<file path="src/rtl/llcp_pkg.sv">
// Package for the closest-points-between-two-lines core.
// Holds request/result structs, internal widths, pipeline latencies and side-data types.
// No dependencies.
`default_nettype none
package llcp_pkg;

  localparam int COORD_W       = 32;
  localparam int FRAC_BITS_DEF = 16;
  localparam int MUL_CHUNK     = 32;

  // internal exact widths
  localparam int PW  = COORD_W + 1;       // point differences
  localparam int DW  = 2 * PW + 2;        // dot products
  localparam int MW  = 2 * DW + 1;        // denom, numer
  localparam int DBW = DW + MW;           // db
  localparam int NBW = DBW + 1;           // nb
  localparam int PAW = MW + PW + 1;       // Pa numerators
  localparam int PBW = NBW + PW + 1;      // Pb numerators

  localparam int NC_PW  = (PW + MUL_CHUNK - 1) / MUL_CHUNK;
  localparam int NC_DW  = (DW + MUL_CHUNK - 1) / MUL_CHUNK;
  localparam int NC_MW  = (MW + MUL_CHUNK - 1) / MUL_CHUNK;
  localparam int NC_CW  = (COORD_W + MUL_CHUNK - 1) / MUL_CHUNK;
  localparam int NC_DBW = (DBW + MUL_CHUNK - 1) / MUL_CHUNK;
  localparam int NC_NBW = (NBW + MUL_CHUNK - 1) / MUL_CHUNK;

  localparam int ST_C0 = NC_DW * NC_MW;
  localparam int ST_C1 = NC_CW * NC_MW;
  localparam int ST_C2 = NC_MW * NC_PW;
  localparam int ST_C01 = (ST_C0 > ST_C1) ? ST_C0 : ST_C1;
  localparam int ST_D0 = NC_CW * NC_DBW;
  localparam int ST_D1 = NC_NBW * NC_PW;

  localparam int LAT_A = NC_PW * NC_PW + 2;
  localparam int LAT_B = NC_DW * NC_DW + 2;
  localparam int LAT_C = ((ST_C01 > ST_C2) ? ST_C01 : ST_C2) + 2;
  localparam int LAT_D = ((ST_D0 > ST_D1) ? ST_D0 : ST_D1) + 2;
  localparam int LAT_Q = COORD_W + 3;

  typedef logic signed [COORD_W-1:0] coord_t;
  typedef logic [PW-1:0]  diff_t;
  typedef logic [DW-1:0]  dot_t;
  typedef logic [MW-1:0]  mid_t;
  typedef logic [DBW-1:0] db_t;
  typedef logic [NBW-1:0] nb_t;
  typedef logic [PAW-1:0] pa_t;
  typedef logic [PBW-1:0] pb_t;

  typedef struct packed {
    coord_t line_a_start_x;
    coord_t line_a_start_y;
    coord_t line_a_start_z;
    coord_t line_a_end_x;
    coord_t line_a_end_y;
    coord_t line_a_end_z;
    coord_t line_b_start_x;
    coord_t line_b_start_y;
    coord_t line_b_start_z;
    coord_t line_b_end_x;
    coord_t line_b_end_y;
    coord_t line_b_end_z;
  } line_req_t;

  typedef struct packed {
    logic   valid_res;
    coord_t param_a;
    coord_t param_b;
    coord_t near_a_x;
    coord_t near_a_y;
    coord_t near_a_z;
    coord_t near_b_x;
    coord_t near_b_y;
    coord_t near_b_z;
  } line_rsp_t;

  typedef struct packed {
    logic              deg;
    coord_t [2:0]      a1;
    coord_t [2:0]      b1;
    diff_t  [2:0]      p21;
    diff_t  [2:0]      p43;
  } side_a_t;

  typedef struct packed {
    logic              deg;
    dot_t              d1343;
    dot_t              d4321;
    dot_t              d4343;
    coord_t [2:0]      a1;
    coord_t [2:0]      b1;
    diff_t  [2:0]      p21;
    diff_t  [2:0]      p43;
  } side_b_t;

  typedef struct packed {
    logic              ok;
    mid_t              numer;
    mid_t              denom;
    coord_t [2:0]      b1;
    diff_t  [2:0]      p43;
  } side_c_t;

  typedef struct packed {
    logic              ok;
    mid_t              numer;
    mid_t              denom;
    db_t               db;
    nb_t               nb;
    pa_t    [2:0]      pa;
  } side_d_t;

  typedef struct packed {
    logic              ok;
    mid_t              numer;
    mid_t              denom;
    db_t               db;
    nb_t               nb;
    pa_t    [2:0]      pa;
    pb_t    [2:0]      pb;
  } side_e_t;

endpackage
`default_nettype wire

</file>
<file path="src/rtl/llcp_mul.sv">
// Pipelined signed multiplier: one chunk-by-chunk partial product per stage.
// Depends on llcp_pkg (MUL_CHUNK). LAT must exceed the partial-product count by two.
`default_nettype none
module llcp_mul #(
  parameter int WA  = 33,
  parameter int WB  = 33,
  parameter int LAT = 6
) (
  input  logic             clk,
  input  logic [WA-1:0]    a,
  input  logic [WB-1:0]    b,
  output logic [WA+WB-1:0] p
);
  import llcp_pkg::*;

  localparam int G     = MUL_CHUNK;
  localparam int NA    = (WA + G - 1) / G;
  localparam int NB    = (WB + G - 1) / G;
  localparam int STEPS = NA * NB;
  localparam int AW    = NA * G;
  localparam int BW    = NB * G;
  localparam int RW    = AW + BW;

  logic [WA-1:0] a_abs;
  logic [WB-1:0] b_abs;
  logic [AW-1:0] am       [LAT];
  logic [BW-1:0] bm       [LAT];
  logic          sg       [LAT];
  logic [RW-1:0] acc      [LAT];
  logic [RW-1:0] acc_next [LAT];

  assign a_abs = a[WA-1] ? (~a + 1'b1) : a;
  assign b_abs = b[WB-1] ? (~b + 1'b1) : b;

  always_comb begin
    logic [2*G-1:0] pp;
    int             ia;
    int             ib;
    pp          = '0;
    acc_next[0] = '0;
    for (int k = 1; k < LAT; k++) begin
      ia = (k - 1) / NB;
      ib = (k - 1) % NB;
      if (k <= STEPS) begin
        pp = (2*G)'(am[k-1][ia*G +: G]) * (2*G)'(bm[k-1][ib*G +: G]);
        acc_next[k] = acc[k-1] + (RW'(pp) << ((ia + ib) * G));
      end else if (k == LAT - 1) begin
        acc_next[k] = sg[k-1] ? (~acc[k-1] + 1'b1) : acc[k-1];
      end else begin
        acc_next[k] = acc[k-1];
      end
    end
  end

  always_ff @(posedge clk) begin
    am[0]  <= AW'(a_abs);
    bm[0]  <= BW'(b_abs);
    sg[0]  <= a[WA-1] ^ b[WB-1];
    acc[0] <= '0;
    for (int k = 1; k < LAT; k++) begin
      am[k]  <= am[k-1];
      bm[k]  <= bm[k-1];
      sg[k]  <= sg[k-1];
      acc[k] <= acc_next[k];
    end
  end

  assign p = acc[LAT-1][WA+WB-1:0];

endmodule
`default_nettype wire

</file>
<file path="config.mk">
export PLATFORM = sky130hd
export DESIGN_NAME = llcp_mul
export DESIGN_NICKNAME = d
export VERILOG_FILES = /design/src/rtl/llcp_pkg.sv /design/src/rtl/llcp_mul.sv
export SDC_FILE = /design/constraint.sdc
export NUM_CORES = 2
export LEC_CHECK = 0
export BUFFER_PORTS_ARGS = -buffer_cell sky130_fd_sc_hd__clkbuf_2
export CAP_MARGIN = 20
export CORE_UTILIZATION = 60
export DETAILED_ROUTE_END_ITERATION = 7
export HOLD_SLACK_MARGIN = 0.02
export PLACE_DENSITY = 0.79
export SLEW_MARGIN = 20
export SYNTH_ARGS = -nofsm -noshare
export SYNTH_HDL_FRONTEND = slang
export SYNTH_SLANG_ARGS = --single-unit
export TNS_END_PERCENT = 5
</file>
<file path="constraint.sdc">
create_clock -name clk -period 10.8 [get_ports clk]
set_input_delay 1.62 -clock clk [delete_from_list [all_inputs] [get_ports clk]]
set_output_delay 1.62 -clock clk [all_outputs]
set_load 0.005 [all_outputs]
</file>
# ---- Word level (Yosys, flattened, before mapping)
# Memories as Yosys holds them, arrays and structs flattened.
# Index checks and enable logic that the tools add are counted.
dict set report word_totals {
  reg_bits 0
  ramBits 1542
  inputBits 67
  out_inout_bits 66
  elab_cells 22
  n_memories 4
}
# memory depth word_bits read_ports rd_ports_with_merged_regs write_ports line_no
set mem_list {}
lappend mem_list {acc 6 128 6 0 6 llcp_mul.sv:29} ;# logic [RW-1:0] acc [LAT];
lappend mem_list {am 6 64 5 0 6 llcp_mul.sv:26} ;# logic [AW-1:0] am [LAT];
lappend mem_list {bm 6 64 5 0 6 llcp_mul.sv:27} ;# logic [BW-1:0] bm [LAT];
lappend mem_list {sg 6 1 5 0 6 llcp_mul.sv:28} ;# logic sg [LAT];
dict set report classes {
  add_sub_neg 7
  multipliers 4
  n_mux 3
  n_bitwise 4
}
# op n
set op_table {}
lappend op_table {{$add A128 B96 Y128} 2}
lappend op_table {{$mul A32 B32 Y64} 4}
lappend op_table {{$add A128 B1 Y128 const B} 1}
lappend op_table {{$add A128 B128 Y128} 1}
lappend op_table {{$add A128 B64 Y128} 1}
lappend op_table {{$mux W128} 1}
lappend op_table {{$not A128 Y128} 1}
lappend op_table {{$add A33 B1 Y33 const B} 2}
lappend op_table {{$mux W33} 2}
lappend op_table {{$not A33 Y33} 2}
lappend op_table {{$xor A1 B1 Y1} 1}

# ---- Depth between registers and ports, before layout
# An unclocked memory read counts as a cell.
dict set report depth {
  word_depth 4
  depth_mapped 30
  ltp_nobuf 28
}

# ---- Worst setup path after synthesis
# No wires, ideal clock.
dict set report synth_timing {
  kind {reg-to-reg}
  from {mem am[0][12] in the netlist's numbering}
  to {mem acc[1][65] in the netlist's numbering}
  setup_time_ps 122
  t_arrival_ps 7513
  required_time_ps 10678
  setup_slack_ps 3165
  stages_incl_launch_ff 29
  path_buffers 2
  period_less_slack_ps 7635
  path_cell_list {dfxtp_1 -> clkbuf_1 -> and2_1 -> fa_1 -> fa_1 -> fa_1 -> inv_1 -> fa_1 -> inv_1 -> fa_1 -> inv_1 -> fa_1 -> inv_1 -> fa_1 -> inv_1 -> fa_1 -> inv_1 -> ha_1 -> clkbuf_1 -> a21oi_1 -> o21ai_0 -> nor3b_1 -> o21ai_0 -> a32oi_1 -> a2111oi_0 -> o21ai_0 -> a221oi_1 -> nor2_1 -> a311o_1}
}
# item line_no
set synth_rtl {}
lappend synth_rtl {{start: declaration} llcp_mul.sv:26}
lappend synth_rtl {{end: declaration} llcp_mul.sv:29}

==> results.toml <==
[flow_run]
maxCapViolations = 0

[floorplan]
die-area_um2 = 84300
dieWidth_um = 290
die_height_um = 290
design.core.area_um2 = 82200
rows = 105
ios = 133
initial_core_util_pct = 60.7

[timing]
finalSetupViolCount = 0
clock.fmax_mhz = 106
rsz0062_at_grt = "false"
fin_crit_sh_pct = 87.0
tightestPinTransition_ns = 1.20
final_hold_viol_count = 0
relSlewSlack_pct = 19.6
skew_ns = 0.0598
period_minus_slack_ns = 9.40
slew_violations = 0
setup_tns_ns = 0

[clock_tree]
clockBufferDepth = 3
cts_buffers = 51
cts.reportedPaths.clkPinSlew_ns = 0.07
htree_levels = 2
cts_resized = 0
root_buffer = "clkbuf_16"
ctsHoldBuffers = 0
cts_tree = "done"
cts_setup_buffers = 0
numClockSinks = 503
clk_latency_ns = 0.65

[routing]
drcViolationCount = 0
drtIter0Drc = 2867
routed_wl_um = 127000
num_vias = 35400
wire_per_inst_um = 20.2
via_per_inst = 5.63
drtAntennaViolNets = 0
first_pass_iters = 5

[synthesis]
synth_compound_area_share_pct = 6.08
synth-edff-count = 0
syn_avg_cell_area_um2 = 9.66
synth-main-ff-cell = "dfxtp_1"
synth_xor_area_share_pct = 4.28
ys_types = 65
synthCells = 5168
synthTopCellsByArea = "fa_1, dfxtp_1, ha_1, and2_1, inv_1"
syn_nets = 6476
async_flop_share_pct = 0
synth.largest_area_cell = "fa_1"
synth_top_cells_by_count = "inv_1, fa_1, and2_1"
ys.warnings.count = 0
synth-simple-area-share_pct = 15.9
synth_top_family_by_area = "adder cells"
synth_most_common_cell = "inv_1"
seq_area_frac_synth_pct = 20.2
ys_ff_latch = 503
syn_area_um2 = 49900
synth_top_area_share_pct = 36.1
synth_mux_area_share_pct = 0.0201
synth-adder-area-share_pct = 44.7

[critical_path]
cp_slowest_stage_delay_ns = 0.94
crit_required_ns = 11.34
crit_fanout = 23
crit_type = "reg -> reg"
crit_top_cell = "fa_1"
endpoint_kind = "register"
critPathLaunchType = "register"
arrival_ns = 9.94
crit_slowest_cell = "dfxtp_1"

[cells_and_area]
drive_gt1_share_pct = 6.19
area_growth_syn_to_layout_pct = 6.89
final_net_count = 6484
final_util_pct = 64.9

[global_route]
grt.total_usage_pct = 31.1
grt_max_degree = 67
grt_use_met1_pct = 40.9
antenna_found_initial = 11
grt_pass1_vias = 37900
use_met2_pct = 49.0
met3_usage_pct = 8.96
grt-ovfl-total = 0
grt_pass1_wl_um = 204000
busiest_layer = "met2"

[run_status]
outcome = "finished clean"

[placement]
gp_congestion = 0.949
dpl.hpwl_um = 97300
io_buffers = 132

[min_path]
worstHoldPathType = "reg -> reg"
## routing by layer
| metal | vias up | wire [um] | share of wire (%) |
|---|---|---|---|
| met4 | 8 | 5560 | 4.4 |
| met1 | 17500 | 49500 | 39 |
| met3 | 357 | 15100 | 12 |
| met2 | 1934 | 56800 | 45 |
| met5 | - | 55 | 0.043 |
| li1 | 15700 | - | - |
## area by class of cell
cell class                 instances  area, um^2
fill                            6493       28900
multi-input combinational       3479       35400
inverter                         941        3530
clock buffer                      68        1430
tap                             1070        1340
antenna                            8        20.0
timing repair buffer             200        1180
sequential                       503       10100
clock inverter                    24         358
## per-stage QoR
stage                     setup WS [ns]  area, um^2  cells  hold slack [ns]
after floorplan                    3.17       49900   5168            0.310
after global placement             1.63       51500   6193            0.310
after detailed placement           1.47       51500   6193            0.312
after CTS                          1.46       53300   6285            0.317
after global routing               1.02       53300   6287            0.326
final                              1.40       53300   6293            0.320
## worst max-delay path: cells and delay by family (launching register included)
kind / cells / cell delay (ns)
buffers and inverters: 8 / 0.77
adders and majority gates: 9 / 4.43
DFF: 1 / 0.94
and+or+nand+nor: 3 / 0.29
AOI/OAI and AO/OA: 8 / 2.90
## path summary, 6_finish.rpt
check        slack [ns]    endpoint  cells past startpoint      from
max reg2reg        1.40  acc[1][65]                     28  bm[0][9]
max                1.40  acc[1][65]                     28  bm[0][9]
min                0.32       sg[4]                      0     sg[3]
min reg2reg        0.32       sg[4]                      0     sg[3]
## sequential cells by signal, indices dropped and copies added, names as in the netlist
signal  flops
bm        100
acc       330
sg          5
am         68
## logic make-up (layout without fill, tap and decap cells)
group | Yosys count | after routing
buffers and inverters | 1186 | 1233
AO/OA/AOI/OAI | 474 | 474
adder cells (fa/ha/maj) | 1241 | 1241
XOR/XNOR | 244 | 244
flip-flops | 503 | 503
other | 0 | 8
multiplexers | 1 | 1
AND/OR/NAND/NOR | 1519 | 1519
## layout by cell type (no fill, tap or decap), drive strengths merged, types with 5 or more instances in the layout
cell	instances
a211oi	9
a21boi	5
a21o	65
a21oi	133
a221oi	7
a311oi	5
a31oi	13
and2	663
and3	15
buf	68
bufinv	6
clkbuf	200
clkinv	13
dfxtp	503
diode	8
fa	900
ha	341
inv	944
nand2	553
nand2b	15
nand3	36
nand4	31
nor2	91
nor2b	23
nor3	25
nor4	11
o211ai	6
o21a	10
o21ai	114
o21bai	22
o31ai	39
o41ai	16
or2	6
or3	19
or4	20
xnor2	198
xor2	46
Power is left out: the tool's default activity adds up to more than one toggle a clock period on the data nets, which glitch-free logic cannot reach.
